## src/rafb_pkg.sv

```systemverilog
// Shared types, constants and header tables of the radio API frame builder.
package rafb_pkg;

    // Input command codes (carried on tuser)
    localparam logic CMD_START = 1'b0;
    localparam logic CMD_DATA  = 1'b1;

    // Frame kinds
    localparam logic KIND_AT = 1'b0;
    localparam logic KIND_TX = 1'b1;

    // Field widths
    localparam int unsigned CODE_W  = 4;
    localparam int unsigned BYTE_W  = 8;
    localparam int unsigned PLEN_W  = 9;
    localparam int unsigned STEP_W  = 5;
    localparam int unsigned FLEN_W  = 10;
    localparam int unsigned IN_TDATA_W  = 32;
    localparam int unsigned OUT_TDATA_W = 8;

    // Payload limit; longer requests are clamped
    localparam logic [PLEN_W-1:0] MAX_PAYLOAD = PLEN_W'(256);

    // Header sizes in bytes, delimiter and length included
    localparam logic [STEP_W-1:0] HDR_LEN_AT = STEP_W'(7);
    localparam logic [STEP_W-1:0] HDR_LEN_TX = STEP_W'(17);
    // Bytes before the frame type do not enter the checksum
    localparam logic [STEP_W-1:0] SUM_FIRST_STEP = STEP_W'(3);

    // Fixed header bytes
    localparam logic [BYTE_W-1:0] DELIM       = 8'h7E;
    localparam logic [BYTE_W-1:0] TYPE_AT     = 8'h08;
    localparam logic [BYTE_W-1:0] AT_FRAME_ID = 8'h17;
    localparam logic [BYTE_W-1:0] TYPE_TX     = 8'h10;
    localparam logic [BYTE_W-1:0] BCAST_HI    = 8'hFF;
    localparam logic [BYTE_W-1:0] BCAST_LO    = 8'hFE;

    // Queue between front and back
    localparam int unsigned FIFO_DEPTH = 4;
    localparam int unsigned FIFO_PTR_W = $clog2(FIFO_DEPTH);
    localparam int unsigned FIFO_CNT_W = $clog2(FIFO_DEPTH + 1);

    // One classified work item
    typedef struct packed {
        logic                is_start;
        logic                frame_kind;
        logic [CODE_W-1:0]   at_code;
        logic [BYTE_W-1:0]   frame_id;
        logic [PLEN_W-1:0]   plen;
        logic [BYTE_W-1:0]   data;
        logic                last;      // checksum follows this item
    } t_entry;

    // Queue status toward the front
    typedef struct packed {
        logic full;
        logic empty;
    } t_fifo_stat;

    // AT command letter pair; unknown codes give zeros
    function automatic logic [BYTE_W-1:0] at_letter(input logic [CODE_W-1:0] code,
                                                    input logic second);
        logic [2*BYTE_W-1:0] pair;
        case (code)
            4'd0:    pair = 16'h5450; // TP
            4'd1:    pair = 16'h4454; // DT
            4'd2:    pair = 16'h4E50; // NP
            4'd3:    pair = 16'h4252; // BR
            4'd4:    pair = 16'h4D54; // MT
            4'd5:    pair = 16'h4E48; // NH
            4'd6:    pair = 16'h4E49; // NI
            4'd7:    pair = 16'h5454; // TT
            4'd8:    pair = 16'h544F; // TO
            default: pair = 16'h0000;
        endcase
        return second ? pair[BYTE_W-1:0] : pair[2*BYTE_W-1:BYTE_W];
    endfunction

    // Header byte at a given position of the frame
    function automatic logic [BYTE_W-1:0] hdr_byte(input logic kind,
                                                   input logic [CODE_W-1:0] code,
                                                   input logic [BYTE_W-1:0] fid,
                                                   input logic [PLEN_W-1:0] plen,
                                                   input logic [STEP_W-1:0] step);
        logic [FLEN_W-1:0] flen;
        logic [BYTE_W-1:0] b;
        flen = {1'b0, plen} + (kind ? FLEN_W'(HDR_LEN_TX - SUM_FIRST_STEP)
                                    : FLEN_W'(HDR_LEN_AT - SUM_FIRST_STEP));
        case (step)
            5'd0: b = DELIM;
            5'd1: b = {6'b0, flen[FLEN_W-1:BYTE_W]};
            5'd2: b = flen[BYTE_W-1:0];
            5'd3: b = kind ? TYPE_TX : TYPE_AT;
            5'd4: b = kind ? fid : AT_FRAME_ID;
            5'd5: b = kind ? 8'h00 : at_letter(code, 1'b0);
            5'd6: b = kind ? 8'h00 : at_letter(code, 1'b1);
            5'd11, 5'd12, 5'd13: b = BCAST_HI;
            5'd14: b = BCAST_LO;
            default: b = 8'h00;
        endcase
        return b;
    endfunction

endpackage

```

## src/radio_api_frame_builder.sv

```systemverilog
// Top level of the radio API frame builder: front end, work queue, byte emitter.
//
//  channel  | dir | handshake                          | payload
//  ---------+-----+------------------------------------+-------------------------------------
//  s_axis   | in  | i_s_axis_tvalid / o_s_axis_tready  | tuser: cmd; tdata: kind, code, id,
//           |     |                                    |   length, data byte
//  m_axis   | out | o_m_axis_tvalid / i_m_axis_tready  | tdata: out_byte; tlast: end_of_frame
//
// A payload byte passes the queue, then the output register. Bytes stream at one per cycle
// while the receiver is ready. A start transaction yields 7 (AT) or 17 (transmit request)
// header bytes, plus the checksum when the payload is empty; the 4-entry queue absorbs
// input meanwhile. Reset (i_rst_n low, synchronous) closes any frame and empties the queue.
// Output stalls back up the queue; input stalls only when the queue is full.
module radio_api_frame_builder (
    input  logic                             i_clk,
    input  logic                             i_rst_n,
    input  logic                             i_s_axis_tvalid,
    output logic                             o_s_axis_tready,
    // [0] frame_kind, [4:1] at_code, [12:5] frame_id, [21:13] payload_length,
    // [29:22] data_byte, [31:30] zero
    input  logic [rafb_pkg::IN_TDATA_W-1:0]  i_s_axis_tdata,
    // [0] cmd
    input  logic                             i_s_axis_tuser,
    output logic                             o_m_axis_tvalid,
    input  logic                             i_m_axis_tready,
    // [7:0] out_byte
    output logic [rafb_pkg::OUT_TDATA_W-1:0] o_m_axis_tdata,
    output logic                             o_m_axis_tlast
);
    import rafb_pkg::*;

    t_entry     push_entry;
    t_entry     head;
    t_fifo_stat fifo_stat;
    logic       push;
    logic       pop;

    // Classification
    rafb_front u_front (
        .i_clk            (i_clk),
        .i_rst_n          (i_rst_n),
        .i_valid          (i_s_axis_tvalid),
        .o_ready          (o_s_axis_tready),
        .i_cmd            (i_s_axis_tuser),
        .i_frame_kind     (i_s_axis_tdata[0]),
        .i_at_code        (i_s_axis_tdata[4:1]),
        .i_frame_id       (i_s_axis_tdata[12:5]),
        .i_payload_length (i_s_axis_tdata[21:13]),
        .i_data_byte      (i_s_axis_tdata[29:22]),
        .i_fifo_stat      (fifo_stat),
        .o_push           (push),
        .o_entry          (push_entry)
    );

    // Work queue
    rafb_fifo u_fifo (
        .i_clk   (i_clk),
        .i_rst_n (i_rst_n),
        .i_push  (push),
        .i_entry (push_entry),
        .i_pop   (pop),
        .o_head  (head),
        .o_stat  (fifo_stat)
    );

    // Byte emitter
    rafb_back u_back (
        .i_clk       (i_clk),
        .i_rst_n     (i_rst_n),
        .i_head      (head),
        .i_fifo_stat (fifo_stat),
        .o_pop       (pop),
        .o_valid     (o_m_axis_tvalid),
        .i_ready     (i_m_axis_tready),
        .o_byte      (o_m_axis_tdata),
        .o_last      (o_m_axis_tlast)
    );

endmodule

```

## src/rafb_front.sv

```systemverilog
// Front end: accepts input transactions, tracks the open frame and queues work.
module rafb_front (
    input  logic                             i_clk,
    input  logic                             i_rst_n,
    input  logic                             i_valid,
    output logic                             o_ready,
    input  logic                             i_cmd,
    input  logic                             i_frame_kind,
    input  logic [rafb_pkg::CODE_W-1:0]      i_at_code,
    input  logic [rafb_pkg::BYTE_W-1:0]      i_frame_id,
    input  logic [rafb_pkg::PLEN_W-1:0]      i_payload_length,
    input  logic [rafb_pkg::BYTE_W-1:0]      i_data_byte,
    input  rafb_pkg::t_fifo_stat             i_fifo_stat,
    output logic                             o_push,
    output rafb_pkg::t_entry                 o_entry
);
    import rafb_pkg::*;

    logic              r_open;
    logic [PLEN_W-1:0] r_remaining;
    logic              n_open;
    logic [PLEN_W-1:0] n_remaining;
    logic              accept;
    logic [PLEN_W-1:0] plen_sat;

    assign o_ready  = !i_fifo_stat.full;
    assign accept   = i_valid && o_ready;
    assign plen_sat = (i_payload_length > MAX_PAYLOAD) ? MAX_PAYLOAD : i_payload_length;

    // Classify: starts always queue, payload bytes only inside an open frame
    always_comb begin
        n_open      = r_open;
        n_remaining = r_remaining;
        o_push      = 1'b0;
        o_entry.is_start   = (i_cmd == CMD_START);
        o_entry.frame_kind = i_frame_kind;
        o_entry.at_code    = i_at_code;
        o_entry.frame_id   = i_frame_id;
        o_entry.plen       = plen_sat;
        o_entry.data       = i_data_byte;
        o_entry.last       = 1'b0;
        if (accept) begin
            if (i_cmd == CMD_START) begin
                o_push       = 1'b1;
                o_entry.last = (plen_sat == '0);
                n_open       = (plen_sat != '0);
                n_remaining  = plen_sat;
            end else if (r_open) begin
                o_push       = 1'b1;
                o_entry.last = (r_remaining == PLEN_W'(1));
                n_remaining  = r_remaining - PLEN_W'(1);
                n_open       = (r_remaining != PLEN_W'(1));
            end
        end
    end

    always_ff @(posedge i_clk) begin
        if (!i_rst_n) begin
            r_open      <= 1'b0;
            r_remaining <= '0;
        end else begin
            r_open      <= n_open;
            r_remaining <= n_remaining;
        end
    end

    // A closed frame expects no bytes
    a_closed_empty: assert property (@(posedge i_clk) disable iff (!i_rst_n)
        !r_open |-> r_remaining == '0)
        else $error("front: closed frame with bytes pending");

    // Queuing a closing item leaves no frame open
    a_last_closes: assert property (@(posedge i_clk) disable iff (!i_rst_n)
        o_push && o_entry.last |=> !r_open)
        else $error("front: frame still open after its last item");

endmodule

```

## src/rafb_fifo.sv

```systemverilog
// Short first-word-fall-through queue of work items between front and back.
module rafb_fifo (
    input  logic                 i_clk,
    input  logic                 i_rst_n,
    input  logic                 i_push,
    input  rafb_pkg::t_entry     i_entry,
    input  logic                 i_pop,
    output rafb_pkg::t_entry     o_head,
    output rafb_pkg::t_fifo_stat o_stat
);
    import rafb_pkg::*;

    t_entry                r_mem [FIFO_DEPTH];
    logic [FIFO_PTR_W-1:0] r_wr_ptr;
    logic [FIFO_PTR_W-1:0] r_rd_ptr;
    logic [FIFO_CNT_W-1:0] r_count;
    logic                  do_push;
    logic                  do_pop;

    assign o_stat.full  = (r_count == FIFO_CNT_W'(FIFO_DEPTH));
    assign o_stat.empty = (r_count == '0);
    assign do_push      = i_push && !o_stat.full;
    assign do_pop       = i_pop && !o_stat.empty;
    assign o_head       = r_mem[r_rd_ptr];

    // Storage
    always_ff @(posedge i_clk) begin
        if (do_push) begin
            r_mem[r_wr_ptr] <= i_entry;
        end
    end

    // Pointers and fill count
    always_ff @(posedge i_clk) begin
        if (!i_rst_n) begin
            r_wr_ptr <= '0;
            r_rd_ptr <= '0;
            r_count  <= '0;
        end else begin
            if (do_push) begin
                r_wr_ptr <= r_wr_ptr + FIFO_PTR_W'(1);
            end
            if (do_pop) begin
                r_rd_ptr <= r_rd_ptr + FIFO_PTR_W'(1);
            end
            r_count <= r_count + FIFO_CNT_W'(do_push) - FIFO_CNT_W'(do_pop);
        end
    end

endmodule

```

## src/rafb_back.sv

```systemverilog
// Back end: walks header, payload and checksum bytes into the output register.
module rafb_back (
    input  logic                        i_clk,
    input  logic                        i_rst_n,
    input  rafb_pkg::t_entry            i_head,
    input  rafb_pkg::t_fifo_stat        i_fifo_stat,
    output logic                        o_pop,
    output logic                        o_valid,
    input  logic                        i_ready,
    output logic [rafb_pkg::BYTE_W-1:0] o_byte,
    output logic                        o_last
);
    import rafb_pkg::*;

    logic              r_out_valid;
    logic [BYTE_W-1:0] r_out_byte;
    logic              r_out_last;
    logic [STEP_W-1:0] r_step;
    logic [BYTE_W-1:0] r_sum;

    logic              n_out_valid;
    logic [BYTE_W-1:0] n_out_byte;
    logic              n_out_last;
    logic [STEP_W-1:0] n_step;
    logic [BYTE_W-1:0] n_sum;

    logic              advance;
    logic              fire;
    logic [STEP_W-1:0] hdr_len;
    logic [STEP_W-1:0] body_len;
    logic [STEP_W-1:0] last_idx;
    logic              is_ck;
    logic              summed;
    logic [BYTE_W-1:0] cur_byte;

    assign advance  = !r_out_valid || i_ready;
    assign fire     = advance && !i_fifo_stat.empty;
    assign hdr_len  = i_head.frame_kind ? HDR_LEN_TX : HDR_LEN_AT;
    assign body_len = i_head.is_start ? hdr_len : STEP_W'(1);
    assign last_idx = body_len - STEP_W'(!i_head.last);
    assign is_ck    = i_head.last && (r_step == body_len);
    assign summed   = !is_ck && (!i_head.is_start || r_step >= SUM_FIRST_STEP);

    // Byte selection for the current step
    always_comb begin
        if (is_ck) begin
            cur_byte = ~r_sum;
        end else if (i_head.is_start) begin
            cur_byte = hdr_byte(i_head.frame_kind, i_head.at_code, i_head.frame_id,
                                i_head.plen, r_step);
        end else begin
            cur_byte = i_head.data;
        end
    end

    assign o_pop = fire && (r_step == last_idx);

    // Next state: one byte per advance, checksum accumulates summed bytes
    always_comb begin
        n_out_valid = r_out_valid;
        n_out_byte  = r_out_byte;
        n_out_last  = r_out_last;
        n_step      = r_step;
        n_sum       = r_sum;
        if (fire) begin
            n_out_valid = 1'b1;
            n_out_byte  = cur_byte;
            n_out_last  = is_ck;
            n_step      = o_pop ? '0 : r_step + STEP_W'(1);
            if (i_head.is_start && r_step == '0) begin
                n_sum = '0;
            end else if (summed) begin
                n_sum = r_sum + cur_byte;
            end
        end else if (advance) begin
            n_out_valid = 1'b0;
        end
    end

    always_ff @(posedge i_clk) begin
        if (!i_rst_n) begin
            r_out_valid <= 1'b0;
            r_step      <= '0;
            r_sum       <= '0;
        end else begin
            r_out_valid <= n_out_valid;
            r_step      <= n_step;
            r_sum       <= n_sum;
        end
        r_out_byte <= n_out_byte;
        r_out_last <= n_out_last;
    end

    assign o_valid = r_out_valid;
    assign o_byte  = r_out_byte;
    assign o_last  = r_out_last;

    // Step counter stays inside the longest frame
    a_step_range: assert property (@(posedge i_clk) disable iff (!i_rst_n)
        r_step <= HDR_LEN_TX)
        else $error("back: step counter out of range");

    // Checksum byte always retires its item and rewinds the step counter
    a_ck_pops: assert property (@(posedge i_clk) disable iff (!i_rst_n)
        fire && is_ck |-> o_pop ##1 r_step == '0)
        else $error("back: checksum did not close the item");

endmodule

```

## config.mk

```make
export PLATFORM = sky130hd
export DESIGN_NAME = radio_api_frame_builder
export DESIGN_NICKNAME = d
export VERILOG_FILES = /design/src/rafb_pkg.sv /design/src/radio_api_frame_builder.sv /design/src/rafb_front.sv /design/src/rafb_fifo.sv /design/src/rafb_back.sv
export SDC_FILE = /design/constraint.sdc
export NUM_CORES = 1
export LEC_CHECK = 0
export ABC_AREA = 1
export BUFFER_PORTS_ARGS = -buffer_cell sky130_fd_sc_hd__buf_2
export CORE_UTILIZATION = 54
export CTS_CLUSTER_SIZE = 16
export DETAILED_ROUTE_END_ITERATION = 12
export GPL_TIMING_DRIVEN = 1
export HOLD_SLACK_MARGIN = 0.15
export PLACE_DENSITY = 0.83
export SLEW_MARGIN = 20
export SYNTH_ARGS = -nofsm -noshare
export SYNTH_HDL_FRONTEND = slang
export SYNTH_SLANG_ARGS = --single-unit
```

## constraint.sdc

```tcl
create_clock -name i_clk -period 3.7 [get_ports i_clk]
set_input_delay 0.37 -clock i_clk [delete_from_list [all_inputs] [get_ports i_clk]]
set_output_delay 0.37 -clock i_clk [all_outputs]
set_load 0.005 [all_outputs]
```

==> impl_metrics.env <==
export IMPL_run_status="finished, violations left"
export IMPL_violations="negative setup slack"
export IMPL_numCtsBuffers=17
export IMPL_cpMaxStageDelayCell="fa_2"
export IMPL_slew_headroom=0.4373
export IMPL_vias_per_cell=5.704
export IMPL_final_min_clock_period_ps=4053
export IMPL_fillers=982
export IMPL_fin_crit_sh=1.096
export IMPL_insertion_delay_ps=430
export IMPL_setup_ws_ps=-353.4
export IMPL_synth_top_area_frac=0.5083
export IMPL_syn_nets=873
export IMPL_place_congestion=0.8974
export IMPL_row_count=44
export IMPL_holdPathEnd="u_fifo.r_mem[0][26]"
export IMPL_core_um2=14590
export IMPL_async_reset_ff_frac=0
export IMPL_use_met1=0.3000
export IMPL_rsz0062_at_grt="true"
export IMPL_required_ps=4050
export IMPL_grt_pass1_vias=6041
export IMPL_worst_path_buf_inv=7
export IMPL_start_util=0.5547
export IMPL_worst_r2r_path_depth=27
export IMPL_wire_per_inst_um=17.09
export IMPL_cts_num_sinks=170
export IMPL_ys_warn_count=0
export IMPL_critical_path_arrival_ps=4410
export IMPL_worst_pin_slew_ps=843.1
export IMPL_leakagePower_uw=0.003954
export IMPL_met3_usage=0.04940
export IMPL_cts_root_buf="clkbuf_16"
export IMPL_cp_end_kind="register"
export IMPL_pwr_share_clk=0.235
export IMPL_pre_cts_ws_ps=-83.23
export IMPL_die_width_um=124.4
export IMPL_vias=6383
export IMPL_area_growth_pct=21.63
export IMPL_clk_pin_slew_ps=60
export IMPL_drive_gt1_frac=0.2364
export IMPL_diodes=0
export IMPL_synth_cells=809
export IMPL_htreeDepth=4
export IMPL_hpwl_mm=11.66
export IMPL_final_nets=986
export IMPL_setup_viol=3
export IMPL_pwr_share_seq=0.332
export IMPL_finalPower_uw=7481
export IMPL_yosysTopAreaCell="edfxtp_1"
export IMPL_routed_wl_mm=19.12
export IMPL_io_pins=48
export IMPL_r2r_end="u_back.r_sum[6]"
export IMPL_clock_skew_ps=7.694
export IMPL_r2r_slack_ps=-350
export IMPL_firstDrtPassIters=5
export IMPL_hp_start="i_s_axis_tdata[1]"
export IMPL_grt_busiest_layer="met2"
export IMPL_max_stage_delay_ps=390
export IMPL_worstHoldPathType="in -> reg"
export IMPL_holdPathStages=1
export IMPL_intPower_uw=4712
export IMPL_syn_avg_cell_area_um2=10.00
export IMPL_synthTopCellsByArea="edfxtp_1 51%, dfxtp_1 8.2%, nand2_1 6.9%"
export IMPL_drv_slew=0
export IMPL_finalHoldViolations=0
export IMPL_dieHeight_um=124.4
export IMPL_yosys_register_bits=170
export IMPL_p_sw_uw=2770
export IMPL_drt_iter0_markers=635
export IMPL_grt_pass1_wl_mm=29.38
export IMPL_synth_flop_cell="edfxtp_1"
export IMPL_p_sw_frac=0.3702
export IMPL_grt_max_degree=33
export IMPL_portBuffers=45
export IMPL_seq_area_frac_synth=0.5900
export IMPL_grt_usage=0.2440
export IMPL_grt_antenna_before_repair=0
export IMPL_die_area_um2=15480
export IMPL_ant_nets=0
export IMPL_start_kind="register"
export IMPL_clockBufferDepth=2
export IMPL_maxCapViolCount=0
export IMPL_combPwrFrac=0.434
export IMPL_final_core_util=0.6747
export IMPL_cts_tree="yes"
export IMPL_cp_top_family="compound AO/OA/AOI/OAI gates"
export IMPL_met2_usage=0.4062
export IMPL_yosys_cell_types_count=50
export IMPL_vdd_ir_drop_max_v=0.0004760
export IMPL_cp_max_fo=6
export IMPL_max_freq_ghz=0.2467
export IMPL_worstSetupPathType="reg -> reg"
export IMPL_gr_total_overflow=0
export IMPL_power_density_nw_per_um2=760.0
export IMPL_synth_edf_count=137
export IMPL_drc=0
export IMPL_synth_area_um2=8093
export IMPL_fin_tns_setup_ps=-482.6
==> worst reg2reg max path, stage by stage (launching register included) <==
cell     delay [ps]
dfxtp_4         370
buf_12          140
buf_8           130
nand2_1          50
nand3_1         120
nand2_4         110
inv_2            50
ha_1            200
inv_2            60
nand2_2          70
nand2_2         100
nand2_2          70
nand2_2          90
o21ai_0         110
a21oi_1         320
o21ai_2         150
a22oi_2         230
ha_2            250
inv_2            50
fa_2            390
inv_2            50
a31oi_1          70
inv_1           120
a21oi_2          70
o21ai_1         190
xor2_1          200
nand2_1          90
a21oi_2         110
==> power by group through the flow <==
stage | registers (uW) | clock network [uW] | logic (uW)
after floorplan | 2500 | 0 | 1800
final | 2480 | 1750 | 3250
after global routing | 2500 | 1850 | 3570
after CTS | 2470 | 1760 | 2780
after global placement | 2490 | 0 | 2560
after detailed placement | 2500 | 0 | 2650
==> stage by stage <==
step,hold slack [ps],instances,cell area [um^2]
finish,160.7,1119,9843
global route,147.0,1119,9843
CTS,151.7,1100,9514
detailed placement,469.1,1057,8790
global placement,446.0,1057,8790
floorplan,435.6,809,8108
==> Yosys cell counts (3+ instances only) <==
| cell type | number |
|---|---|
| o211ai_1 | 7 |
| nor2_2 | 3 |
| a22oi_1 | 5 |
| nand3_1 | 45 |
| edfxtp_1 | 137 |
| nand2_2 | 3 |
| inv_2 | 8 |
| or2_2 | 3 |
| o21ai_0 | 54 |
| buf_2 | 10 |
| ha_1 | 25 |
| a31oi_1 | 6 |
| o22ai_1 | 11 |
| nand2_1 | 149 |
| a21oi_1 | 64 |
| nand3_2 | 3 |
| a211oi_1 | 5 |
| a221oi_1 | 3 |
| nor3_1 | 8 |
| nor2_1 | 74 |
| buf_6 | 6 |
| xor2_1 | 4 |
| inv_1 | 88 |
| nand4_1 | 6 |
| dfxtp_1 | 33 |
| o21ai_1 | 3 |
| clkbuf_1 | 12 |
==> metal layers <==
layer  wire [um]  up-vias  share of wire
met5           0        -              0
met4         647        0          0.034
met3        1176       53          0.061
met2        9455      289           0.49
met1        7845     3021           0.41
li1            -     3020              -
==> state kept, by name, summed over array words and instances, names as in the netlist, named ones only <==
signal	count
u_back.r_sum	8
u_fifo.r_count	3
u_back.r_step	5
u_front.r_remaining	9
u_fifo.r_rd_ptr	2
u_back.o_last	1
u_back.o_byte	8
u_back.o_valid	1
u_front.r_open	1
u_fifo.r_wr_ptr	2
u_fifo.r_mem	128
==> placed cells by master (no fill, tap or decap), types with 4 or more instances in the layout <==
cell type,count
a31oi_1,6
xor2_1,4
inv_2,11
nand2_1,138
nor2_4,4
buf_2,45
nand3_2,7
a211oi_1,5
clkbuf_16,18
o22ai_1,11
nand2_2,12
nand2_4,4
nand3_1,41
dfxtp_1,30
nand4_1,6
o211ai_1,7
clkbuf_8,4
dlygate4sd3_1,10
o21ai_2,4
ha_1,22
nor3_1,8
inv_1,81
a21oi_1,57
nor2_1,70
edfxtp_1,137
o21ai_0,49
a21oi_2,8
buf_4,64
o21ai_1,6
==> kinds of logic after synthesis <==
| logic type | synth area share |
|---|---|
| AND/OR/NAND/NOR | 0.1661 |
| AO/OA/AOI/OAI | 0.1294 |
| XOR/XNOR | 0.005411 |
| adder cells (fa/ha/maj) | 0.04360 |
| flip-flops | 0.5900 |
| buffers and inverters | 0.06555 |
==> cell type report <==
class	count	area (um^2)	share of cell area
repair buffers	124	892.1	0.09063
multi-input cells	513	2979	0.3027
inverters	96	375.4	0.03813
well taps	184	230.2	0.02339
flip-flops and latches	170	4781	0.4857
clock inverters	8	93.84	0.009533
clock buffers	24	491.7	0.04996
==> what timing repair did <==
action / in CTS / in global routing
setup endpoints to repair: 3 / 4
pin swaps: 1 / 32
hold buffers: 9 / 1
cloned: 0 / 1
buffers inserted: 2 / 17
gates resized for setup: 10 / 56
endpoints found under the hold margin: 33 / 4
==> worst max path at each step <==
stage	cells past startpoint	end	slack, ps
after CTS	28	u_back.r_sum[7]	4
after global routing	27	u_back.r_sum[6]	-480
after floorplan	28	u_back.r_sum[6]	10
after global placement	28	u_back.r_sum[7]	30
final	27	u_back.r_sum[6]	-350
after detailed placement	28	u_back.r_sum[7]	-80
(Power assumes the default switching activity.)
